==> config.mk <==
export PLATFORM = sky130hd
export DESIGN_NAME = wbb_divu
export DESIGN_NICKNAME = d
export VERILOG_FILES = /design/src/design/wbb_divu.sv
export SDC_FILE = /design/constraint.sdc
export NUM_CORES = 1
export LEC_CHECK = 0
export BUFFER_PORTS_ARGS = -buffer_cell sky130_fd_sc_hd__buf_2
export CORE_AREA = 2 2 85 87
export DETAILED_ROUTE_END_ITERATION = 12
export DIE_AREA = 0 0 87 89
export SKIP_LAST_GASP = 1
export SLEW_MARGIN = 20
export SYNTH_ARGS = -nofsm -noshare
export SYNTH_HDL_FRONTEND = slang
export SYNTH_SLANG_ARGS = --single-unit
==> constraint.sdc <==
create_clock -name clk -period 3.3 [get_ports clk]
set_input_delay 0.66 -clock clk [delete_from_list [all_inputs] [get_ports clk]]
set_output_delay 0.66 -clock clk [all_outputs]
set_load 0.01 [all_outputs]
==> src/design/wbb_divu.sv <==
// Restoring divider, one quotient bit a cycle; splits a raster index into row and column.
// Depends on nothing.
module wbb_divu #(
	parameter int NW = 16,
	parameter int DW = 9
) (
	input  logic          clk,
	input  logic          arst_n,
	input  logic          start,
	input  logic [NW-1:0] dividend,
	input  logic [DW-1:0] divisor,
	output logic          done,
	output logic [NW-1:0] quot,
	output logic [DW-1:0] rem
);

	localparam int CNTW = $clog2(NW + 1);

	logic [NW-1:0]   num_q;
	logic [NW-1:0]   quot_q;
	logic [DW-1:0]   rem_q;
	logic [CNTW-1:0] cnt_q;
	logic            busy_q;
	logic            done_q;
	logic [DW:0]     rem_sh;
	logic [DW:0]     rem_sub;
	logic            ge;

	assign rem_sh  = {rem_q, num_q[NW-1]};
	assign ge      = rem_sh >= {1'b0, divisor};
	assign rem_sub = rem_sh - {1'b0, divisor};

	always_ff @(posedge clk or negedge arst_n) begin
		if (!arst_n) begin
			busy_q <= 1'b0;
			done_q <= 1'b0;
			cnt_q  <= '0;
			num_q  <= '0;
			quot_q <= '0;
			rem_q  <= '0;
		end else begin
			done_q <= 1'b0;
			if (start) begin
				busy_q <= 1'b1;
				cnt_q  <= CNTW'(NW);
				num_q  <= dividend;
				quot_q <= '0;
				rem_q  <= '0;
			end else if (busy_q) begin
				num_q  <= {num_q[NW-2:0], 1'b0};
				rem_q  <= ge ? rem_sub[DW-1:0] : rem_sh[DW-1:0];
				quot_q <= {quot_q[NW-2:0], ge};
				cnt_q  <= cnt_q - 1'b1;
				if (cnt_q == CNTW'(1)) begin
					busy_q <= 1'b0;
					done_q <= 1'b1;
				end
			end
		end
	end

	assign done = done_q;
	assign quot = quot_q;
	assign rem  = rem_q;

endmodule

# Yosys cells after proc, flatten, opt, wreduce, memory -nomap -nowiden
# Cells that the tools add are included.
[totals] latchBits=0 wordCells=26 memories=0 romBits=0 register_bits=48 input_bits=28 mem_bits_rw=0 output_inout_bits=26
[classes] n_lt_le_gt_ge=1 eq_ne=1 mux=15 bitwise=0 div=0 mul=0 addsub=2 shift=0 n_reduce_logical=1
[op_table] cell="2-to-1 mux 16 bit" n=4
[op_table] cell="2-to-1 mux 9 bit" n=3
[op_table] cell="greater-or-equal comparator 10 x 9 -> 1 bit" n=1
[op_table] cell="2-to-1 mux 5 bit" n=2
[op_table] cell="subtractor 9 bit" n=1
[op_table] cell="2-to-1 mux 1 bit" n=6
[op_table] cell="equality test 5 x 1 -> 1 bit (second input constant)" n=1
[op_table] cell="subtractor 5 x 1 -> 5 bit (second input constant)" n=1
[op_table] cell="nonzero test 2 bit" n=1

# Depth between registers and ports, before layout
[depth] word_depth=4 ltp_mapped=9 depth_no_buf=8

# Worst setup path before layout
# Ideal clock, no wire load.
[synth_path] kind="input to register" from="input divisor[0]" to="register rem_q[7] (netlist: rem[7])" setup_time_ps=132 path_buffers=1 t_required_ps=3168 slack_ps=860 arrival_time_ps=2308 path_stages=8 path_cell_list="ha_1 fa_1 nand2b_1 a211o_1 a31o_1 buf_6 a32oi_1 o31ai_1"
[synth_via] elab_chain_len=4 elab_cells_between_ends=5 classes_between="1 x add/sub; 1 x order compare; 3 x mux"
[synth_lines] element="start: declaration" line="11" source="input logic [DW-1:0] divisor,"
[synth_lines] element="subtractor 9 bit or greater-or-equal comparator 10 x 9 -> 1 bit (tied branches)" line="31, 30"
[synth_lines] element="2-to-1 mux 9 bit (*)" line="51" source="rem_q <= ge ? rem_sub[DW-1:0] : rem_sh[DW-1:0];"
[synth_lines] element="2-to-1 mux 9 bit (*)" line="49" source="end else if (busy_q) begin"
[synth_lines] element="2-to-1 mux 9 bit (*)" line="43" source="if (start) begin"
[synth_lines] element="end signal: assignment" line="51"
[synth_lines] element="end: declaration" line="21" source="logic [DW-1:0] rem_q;"
# Mark *: on every way between the ends. The rest lies on a longest branch, timed or not. The select of a mux whose other input is x is not followed.
# A chain may end at the register's enable or synchronous reset.

# Final worst setup path
# Same ends and word-level chain as after synthesis.

==> impl_results.md <==
* Vias in the first global route at 2070
* Post-synth EDFFs at 0
* CP max stage delay at 0.39 ns
* Min Tclk post-route at 2.35 ns
* Input/output buffers at 53
* Clk_skew at 0.00724 ns
* Worst Reg-to-Reg Cells at 8
* Final setup vio count at 0
* Slew of the pin with the lowest slew margin at 0.848 ns
* Sequential fraction of the synthesis area at 0.447
* Slew Limit Headroom at 0.435
* CTS Sinks at 48
* Routed via count at 2107
* Vias per cell at 5.28
* # hold bufs at CTS at 0
* N_diodes at 0
* Post-cts resize count at 0
* Unrepaired setup endpoints after global routing: no
* Mapped Area at 2690 sq um
* Starting Density at 0.400
* Non-filler cells, final at 399
* Critical Path RT at 3.47 ns
* CTS buffer count at 5
* Top delay family on crit path: compound AO/OA/AOI/OAI gates
* Fraction of registers with async set/reset at 1.00
* Crit path DAT at 2.53 ns
* Die area at 7740 sq um
* Global route overflow at 0
* Final hold viol count at 0
* Synth Net Count at 311
* Max Fclk at 0.425 GHz
* Count leader, synth: dfrtp_1
* Setup TNS at 0 ns
* TritonCTS clock tree: built
* Setup bufs post-CTS at 0
* WS Path Type: in -> reg
* Die H at 89 microns
* Core area at 6720 sq um
* Clock-pin slew on the worst setup and hold paths at 0.09 ns
* Final wirelength at 5450 microns
* Drt pass-1 iters at 4
* Avg Inst Size Synth at 9.92 sq um
* Area delta synth->final at 15.3%
* Share of the synthesized area in the top cell type at 0.447
* Tot Pwr at 1.74 mW
* Root buffer cell: clkbuf_8
* Leakage power at 1.73 nW
* Largest fanout on the critical path at 9
* Pwr Density at 563 nW/um^2
* Gr usage total at 0.155
* Crit path depth at 8
* Fin. max-slew vios at 0
* FF+latch count, synth at 48
* Max stage delay cell, worst path: fa_1
* Crit. End Element: flop
* Placed Cells at 391
* Layout Nets at 358
* Die width at 87 microns
* First-pass GRT wire length at 9600 microns
* Status: finished clean
* Fillers at 660
* Ports at 54
* Mapped Cells at 271
* Worst-Skew Late Latency at 0.30 ns
* H-tree depth at 2
* Max cap viols at 0
* Gpl congestion at 0.803
* Clock Path Buffers at 2
* 1st-iter DRT viols at 115
* Period utilisation layout at 0.714
* Initial antenna violation count at 0
* DRC viols at 0
* Largest cells by area after synthesis: dfrtp_1 45%, mux2i_1 12%, ha_1 5.1%
* Dominant synthesized flop cell: dfrtp_1
* Synth warn at 0
* Cell taking the most area after synthesis: dfrtp_1
* CP Buf/Inv Count at 1
* Startpoint Class: input port
* Hpwl dp at 3840 microns
* Hold WC Path Type: in -> async
* Num rows at 30
* Routed Antenna Nets at 0
* Synth cell types at 47
* Ratio of cells with drive above 1 in the final layout at 0.232
* Largest net degree at the start of global routing at 49
* Wire per inst at 13.7 microns
* CP Cell Sequence: buf_2, ha_1, fa_1, nand2b_1, a211o_1, a31o_1, a32oi_1, o31ai_1
* Worst vdd ir at 225 uV
* Synth top cells by count: 48 x dfrtp_1, 31 x mux2i_1, 31 x nor2_1, 25 x nand2_1, 21 x o21ai_0
-- final cells by class --
type	count	area, sq um	share of cell area
multi-input combinational	194	1360	0.439
timing repair buffer	56	290	0.0937
tap	80	100	0.0323
sequential	48	1200	0.388
inverter	13	48.8	0.0157
clock buffer	6	82.6	0.0266
clock inverter	2	13.8	0.00444
-- metrics by stage --
step | area, sq um | setup WS (ns) | utilization | hold slack, ns
global route | 3100 | 0.823 | 0.461 | 0.406
CTS | 3100 | 0.954 | 0.461 | 0.538
floorplan | 2690 | 0.860 | - | 0.364
finish | 3100 | 0.945 | 0.461 | 0.368
global placement | 3000 | 0.666 | 0.447 | 0.507
detailed placement | 3000 | 0.625 | 0.447 | 0.506
-- logic make-up after synthesis --
logic type / after synthesis / share of synthesized area
xor+xnor: 8 / 0.0261
flops: 48 / 0.447
compound gates: 58 / 0.155
mux: 31 / 0.115
fa+ha+maj: 12 / 0.0587
buf+inv: 29 / 0.0466
simple gates: 85 / 0.151
-- power breakdown --
part / switching, mW / leakage [nW] / internal, mW
combinational: 0.332 / 1.05 / 0.268
sequential: 0.0976 / 0.624 / 0.675
clock: 0.200 / 0.0516 / 0.172
total: 0.630 / 1.73 / 1.11
-- routing by layer --
layer	track usage	up-vias	wire length (microns)
met4	0.0384	0	33
met1	0.212	1002	2640
met2	0.248	49	2540
li1	-	1054	-
met5	0	-	0
met3	0.0360	2	241
-- state kept, by name, indices dropped and copies added, names as in the netlist --
name / flops
quot: 16
rem: 9
done: 1
cnt_q: 5
busy_q: 1
num_q: 16
-- path summary, 6_finish.rpt --
path,from,endpoint,slack (ns)
max,divisor[0],rem[7],0.95
max in group asynchronous,arst_n,busy_q,2.50
min in group clk,quot[15],quot[15],0.53
max reg2reg,num_q[15],rem[7],1.01
min reg2reg,quot[15],quot[15],0.53
min,arst_n,quot[7],0.37
-- cell usage in the layout (no fill, tap or decap), types with 3 or more instances in the layout --
cell type / n
buf_2: 52
dfrtp_1: 47
nor2_1: 31
mux2i_1: 31
nand2_1: 25
o21ai_0: 21
inv_1: 13
ha_1: 11
nand3_1: 7
a21oi_1: 7
a311oi_1: 7
clkbuf_8: 6
xnor2_1: 5
nand2b_1: 4
buf_4: 4
nor3_1: 3
a2111oi_0: 3
and3b_1: 3
xor2_1: 3
No activity file was read; power rests on OpenSTA's default activity.
