[src/design/wbb_pkg.sv]
// Shared types, widths and register indexes for the wraparound box blur.
// No dependencies; used by the top level, wbb_mean and wbb_chk.
package wbb_pkg;

	localparam int CH_W           = 8;
	localparam int NUM_CH         = 3;
	localparam int PIX_W          = CH_W * NUM_CH;
	localparam int RAD_W          = 2;
	localparam int DIM_W          = 9;
	localparam int CFG_DATA_W     = DIM_W;
	localparam int REG_IDX_W      = 2;
	localparam int MIN_DIM        = 8;
	localparam int MAX_RADIUS     = 3;
	localparam int DEF_MAX_WIDTH  = 256;
	localparam int DEF_MAX_HEIGHT = 256;
	localparam int RESET_RADIUS   = 1;
	localparam int RESET_DIM      = 256;
	localparam int SPAN_W         = RAD_W + 1;

	// widest window sum: (2*MAX_RADIUS+1)^2 full-scale pixels
	localparam int SUM_W = $clog2((2 * MAX_RADIUS + 1) * (2 * MAX_RADIUS + 1)
		* ((1 << CH_W) - 1) + 1);

	// mean = (sum * rcp) >> RCP_SHIFT, exact floor for every window sum
	localparam int RCP_W     = 17;
	localparam int RCP_SHIFT = 20;
	localparam int PROD_W    = SUM_W + RCP_W;

	typedef logic [NUM_CH-1:0][CH_W-1:0]  pix_t;   // [0] red, [1] green, [2] blue
	typedef logic [NUM_CH-1:0][SUM_W-1:0] sum3_t;

	typedef enum logic [REG_IDX_W-1:0] {
		REG_RADIUS = 2'd0,
		REG_WIDTH  = 2'd1,
		REG_HEIGHT = 2'd2
	} reg_idx_t;

	// ceil(2^RCP_SHIFT / (2r+1)^2); radius zero passes the sum through unscaled
	function automatic logic [RCP_W-1:0] recip_f(input logic [RAD_W-1:0] r);
		logic [RCP_W-1:0] m;
		case (r)
			2'd1:    m = 17'd116509;
			2'd2:    m = 17'd41944;
			2'd3:    m = 17'd21400;
			default: m = 17'd1;
		endcase
		return m;
	endfunction

endpackage

[src/design/wbb_mean.sv]
// Window mean: scales the three channel sums by a reciprocal, one registered product stage.
// Depends on wbb_pkg (recip_f, sum and pixel types).
module wbb_mean (
	input  logic                      clk,
	input  logic                      en,
	input  logic [wbb_pkg::RAD_W-1:0] radius,
	input  wbb_pkg::sum3_t            sums,
	output wbb_pkg::pix_t             mean
);

	import wbb_pkg::*;

	logic [NUM_CH-1:0][PROD_W-1:0] prod_s1;
	logic                          bypass_s1;
	logic [RCP_W-1:0]              rcp;

	assign rcp = recip_f(radius);

	always_ff @(posedge clk) begin
		if (en) begin
			for (int c = 0; c < NUM_CH; c++)
				prod_s1[c] <= {RCP_W'(0), sums[c]} * {SUM_W'(0), rcp};
			bypass_s1 <= (radius == '0);
		end
	end

	always_comb begin
		for (int c = 0; c < NUM_CH; c++)
			mean[c] = bypass_s1 ? prod_s1[c][CH_W-1:0]
				: prod_s1[c][RCP_SHIFT+CH_W-1:RCP_SHIFT];
	end

endmodule

[config.mk]
export PLATFORM = sky130hd
export DESIGN_NAME = wbb_mean
export DESIGN_NICKNAME = d
export VERILOG_FILES = /design/src/design/wbb_pkg.sv /design/src/design/wbb_mean.sv
export SDC_FILE = /design/constraint.sdc
export NUM_CORES = 1
export LEC_CHECK = 0
export BUFFER_PORTS_ARGS = -buffer_cell sky130_fd_sc_hd__buf_2
export CORE_AREA = 3 3 245 247
export CTS_BUF_LIST = sky130_fd_sc_hd__clkbuf_2 sky130_fd_sc_hd__clkbuf_4 sky130_fd_sc_hd__clkbuf_8
export CTS_CLUSTER_SIZE = 40
export DETAILED_ROUTE_END_ITERATION = 8
export DIE_AREA = 0 0 248 250
export GPL_TIMING_DRIVEN = 1
export HOLD_SLACK_MARGIN = 0.06
export PLACE_DENSITY_LB_ADDON = 0.2
export SYNTH_ARGS = -nofsm -noshare
export SYNTH_HDL_FRONTEND = slang
export SYNTH_SLANG_ARGS = --single-unit
[constraint.sdc]
create_clock -name clk -period 12.37 [get_ports clk]
set_input_delay 1.8555 -clock clk [delete_from_list [all_inputs] [get_ports clk]]
set_output_delay 1.8555 -clock clk [all_outputs]
set_load 0.02 [all_outputs]
# Word level (Yosys, flattened, before mapping)

Index checks and enable logic that the tools add are counted.

Bits in registers: 85
Input bits: 46
Output and inout port bits: 24
Logic and storage cells: 15

Multipliers: 3
Equality and inequality tests: 3
Multiplexer cells: 4
Reductions and logical operators: 1

Operator list:

| cell                                                             | count |
|---|---|
| 14-bit by 17-bit multiplier with 28-bit output                   | 3 |
| 17-bit one-hot mux with 3 select lines                           | 1 |
| 8-bit two-way mux                                                | 3 |
| 2-bit == test (second input constant)                            | 2 |
| 2-bit by 1-bit == test with 1-bit output (second input constant) | 1 |
| 2-bit logical NOT                                                | 1 |

# Depth between registers and ports, before layout

Depth after elaboration: 3
Gate-level depth with buffers: 26

# Worst setup path after synthesis

OpenSTA, ideal clock, no wires.

Kind: input port to flip-flop
From: input radius[1] (netlist name)
To: register prod_s1[26] (netlist name), data pin
Data arrival time: 7.927 ns
Path slack: 4.183 ns
Cell stages on the path: 25
Path buffers: 5
Cell sequence: clkbuf_1 -> clkbuf_1 -> inv_1 -> ha_1 -> clkbuf_1 -> clkbuf_1 -> clkbuf_1 -> nand2_1 -> inv_1 -> fa_1 -> inv_1 -> fa_1 -> inv_1 -> fa_1 -> fa_1 -> fa_1 -> inv_1 -> fa_1 -> inv_1 -> ha_1 -> or2_2 -> a2111oi_2 -> a211oi_2 -> a221oi_2 -> xnor2_1

Longest elaborated chain between the ends: 3
Elaborated cells on any way between the ends: 5
Those cells by class: mul: 1; eq/ne: 3; mux: 1

Ends and longest elaborated chain:

| what                                                                      | RTL line       | source |
|---|---|---|
| start: declaration                                                        | wbb_mean.sv:6  | `input logic [wbb_pkg::RAD_W-1:0] radius,` |
| 2-bit == test or 2-bit by 1-bit == test with 1-bit output (tied branches) | wbb_pkg.sv:41  | `case (r)` |
| 17-bit one-hot mux with 3 select lines (*)                                | wbb_pkg.sv:41  |  |
| 14-bit by 17-bit multiplier with 28-bit output (*)                        | wbb_mean.sv:22 | `prod_s1[c] <= {RCP_W'(0), sums[c]} * {SUM_W'(0), rcp};` |
| end signal: indexed assignment                                            | wbb_mean.sv:22 |  |
| end: declaration                                                          | wbb_mean.sv:13 | `logic [NUM_CH-1:0][PROD_W-1:0] prod_s1;` |

Every way passes the cells marked *; elsewhere a longest branch is shown, timed or not.
A chain may end at the register's enable or synchronous reset.

# Final worst setup path

From: input radius[1] (netlist name)
To: register prod_s1[87] (netlist name), data pin

The elaborated chain is that of the path after synthesis.

==> impl_metrics.env <==
export IMPL_status="finished clean"
export IMPL_cp_max_fo=48
export IMPL_drc_errors=0
export IMPL_slew_headroom_pct=30.0
export IMPL_synth_fp_nets=2878
export IMPL_drt_iter0_markers=581
export IMPL_start_kind="input pin"
export IMPL_synth_edff_count=49
export IMPL_multi_input_area_um2=16500
export IMPL_p_leak_nw=11.5
export IMPL_power_density_nw_per_um2=226
export IMPL_critPathRequiredTime_ps=12500
export IMPL_synth_cell_types=60
export IMPL_rsz0062_at_grt="no"
export IMPL_track_usage_pct=17.9
export IMPL_regArea_um2=1470
export IMPL_firstDrtPassIters=6
export IMPL_fin_crit_sh_pct=71.1
export IMPL_path_buf_inv=5
export IMPL_worstHoldPathType="input pin to register"
export IMPL_synth_seq_cells=49
export IMPL_crit_type="input pin to register"
export IMPL_fp_dieH_um=250
export IMPL_viasPerCell=4.84
export IMPL_cp_end_kind="register"
export IMPL_grt_pass1_vias=15800
export IMPL_num_vias=14100
export IMPL_drive_above_1_share_pct=5.93
export IMPL_dp_hpwl_um=45700
export IMPL_cts_reportedPaths_clkPinSlew_ps=140
export IMPL_synth_avg_cell_area_um2=9.61
export IMPL_totalWireLength_um=53100
export IMPL_worst_path_most_repeated_cell="fa_1"
export IMPL_grt_pass1_wl_um=86400
export IMPL_synth_largest_area_cell="fa_1"
export IMPL_coreArea_um2=57800
export IMPL_yosysWarnings=0
export IMPL_synth_main_ff_cell="edfxtp_1"
export IMPL_critical_path_cell_chain="buf_4 -> inv_1 -> ha_2 -> or2_2 -> nand2_1 -> fa_1 -> fa_1 -> inv_1 -> fa_1 -> fa_1 -> fa_1 -> inv_1 -> fa_1 -> inv_1 -> ha_1 -> a21oi_1 -> o221ai_1 -> o221ai_1 -> o31ai_1 -> or4_1 -> nand4_1"
export IMPL_routabilityCongestion=0.885
export IMPL_globalRouteOverflowTotal=0
export IMPL_max_stage_delay_ps=850
export IMPL_die_x_um=248
export IMPL_setup_tns_ps=0
export IMPL_start_util_pct=35.0
export IMPL_cts_hold_buf=0
export IMPL_final_net_count=2910
export IMPL_cts_resized_gates=0
export IMPL_fmax_ghz=0.114
export IMPL_slowest_stage="o31ai_1"
export IMPL_routedWlPerCell_um=18.3
export IMPL_root_buffer="clkbuf_8"
export IMPL_post_cts_buffers=0
export IMPL_ys_seq_area_share_pct=7.27
export IMPL_synthArstFlopShare_pct=0
export IMPL_maxCapViolations=0
export IMPL_clk_path_buf_depth=2
export IMPL_netlist_area_um2=20200
export IMPL_setup_violations=0
export IMPL_htreeDepth=2
export IMPL_critPathArrivalTime_ps=8920
export IMPL_grt_max_degree=57
export IMPL_numCtsBuffers=5
export IMPL_worst_pin_slew_ps=1040
export IMPL_fillers=5911
export IMPL_critPathTopFamily="adder cells"
export IMPL_post_route_util_pct=37.3
export IMPL_hold_violations=0
export IMPL_yosys_area_top_type_share_pct=38.9
export IMPL_num_rows=88
export IMPL_cts_tree="done"
export IMPL_antenna_found_initial=2
export IMPL_areaGrowthSynthToFinish_pct=6.36
export IMPL_synth_area_leaders="fa_1 39%, ha_1 20%, inv_1 10%"
export IMPL_ios=70
export IMPL_ant_nets=0
export IMPL_vdd_drop_max_v=0.000190
export IMPL_worst_hold_slack_ps=1940
export IMPL_cts_sinks=49
export IMPL_finalMaxSlewViolations=0
export IMPL_min_period_ps=8790
export IMPL_dieArea_um2=62000
export IMPL_portBuffers=69
export IMPL_synth_cells=2108
logic make-up (layout without fill, tap and decap cells):
logic type               after synthesis  after routing  share of synthesized area (%)
multiplexers                          27             27                           1.50
adder cells (fa/ha/maj)              724            724                           59.3
other                                  0              1                              0
buffers and inverters                607            640                           11.3
XOR/XNOR                              57             57                           2.60
AND/OR/NAND/NOR                      486            486                           12.8
AO/OA/AOI/OAI                        158            158                           5.25
flip-flops                            49             49                           7.27
layout make-up:
type                            count  share of cell area, %
Antenna cell                        1                 0.0116
Clock buffer                        5                  0.320
Clock inverter                      3                  0.203
Inverter                          555                   9.67
Multi-Input combinational cell   1452                   76.6
Sequential cell                    49                   6.83
Tap cell                          765                   4.44
Timing Repair Buffer               77                   1.89
synthesized netlist by cell type, types with 3 or more instances:
cell type	n
o31ai_1	3
o221ai_1	3
edfxtp_1	49
and3_1	10
a21oi_1	55
xnor2_1	36
o311ai_0	3
nor2_1	33
nand3b_1	3
fa_1	393
nand2_1	150
nand4_1	10
a21o_1	16
a2111oi_0	3
a31oi_1	4
xor2_1	19
nand3_1	11
inv_1	555
o21bai_1	4
nor4_1	4
or4_1	4
and2_1	133
o21ai_0	24
or2_2	4
mux2_2	26
a21boi_0	4
clkbuf_1	51
nand2b_1	32
and4_1	7
nor3_1	15
ha_1	331
nor2b_1	62
o211ai_1	9
o2111ai_1	6
per-layer routing:
metal / track usage (%) / up-vias / share of wire (%) / wire length (um)
li1: - / 6572 / - / -
met1: 25.1 / 7214 / 46 / 24500
met2: 30.5 / 243 / 49 / 25900
met3: 1.84 / 52 / 3.4 / 1820
met4: 2.77 / 2 / 1.6 / 834
met5: 0 / - / 0.013 / 7
final timing paths:
check	startpoint	endpoint	slack (ps)	cells after the start
setup / recovery	radius[1]	prod_s1[87]$_DFFE_PP_	3580	21
hold / removal	sums[0]	prod_s1[0]$_DFFE_PP_	1940	2
registers in the layout (all words and copies together), names as in the netlist:
register / cells
prod_s1: 48
bypass_s1: 1
report_power, final:
group / total (W) / internal (W) / switching [W]
Sequential: 0.000364 / 0.000336 / 0.0000278
Clock: 0.000133 / 0.0000608 / 0.0000720
Combinational: 0.00437 / 0.00180 / 0.00256
Total: 0.00486 / 0.00220 / 0.00266
through the flow:
| stage | area (um2) | power (W) | std cells | setup WS (ps) |
|---|---|---|---|---|
| 6_report | 21500 | 0.00486 | 2907 | 3580 |
| 5_1_grt | 21500 | 0.00551 | 2906 | 3180 |
| 4_1_cts | 21500 | 0.00490 | 2906 | 3590 |
| 3_5_place_dp | 21400 | 0.00472 | 2898 | 3180 |
| 3_3_place_gp | 21400 | 0.00464 | 2898 | 3330 |
| 2_1_floorplan | 20200 | 0.00355 | 2108 | 4180 |
placed cells by master (no fill, tap or decap), types with 5 or more instances in the layout:
| cell type | netlist | final |
|---|---|---|
| inv_1 | 555 | 555 |
| fa_1 | 393 | 393 |
| ha_1 | 331 | 329 |
| nand2_1 | 150 | 150 |
| and2_1 | 133 | 133 |
| buf_2 | 1 | 68 |
| nor2b_1 | 62 | 62 |
| a21oi_1 | 55 | 55 |
| edfxtp_1 | 49 | 49 |
| xnor2_1 | 36 | 36 |
| nor2_1 | 33 | 33 |
| nand2b_1 | 32 | 32 |
| mux2_2 | 26 | 26 |
| o21ai_0 | 24 | 24 |
| xor2_1 | 19 | 19 |
| a21o_1 | 16 | 16 |
| nor3_1 | 15 | 15 |
| nand3_1 | 11 | 11 |
| and3_1 | 10 | 10 |
| nand4_1 | 10 | 10 |
| o211ai_1 | 9 | 9 |
| buf_4 | 0 | 9 |
| and4_1 | 7 | 7 |
| o2111ai_1 | 6 | 6 |
| clkbuf_8 | 0 | 5 |
No activity file was read; power rests on OpenSTA's default activity.
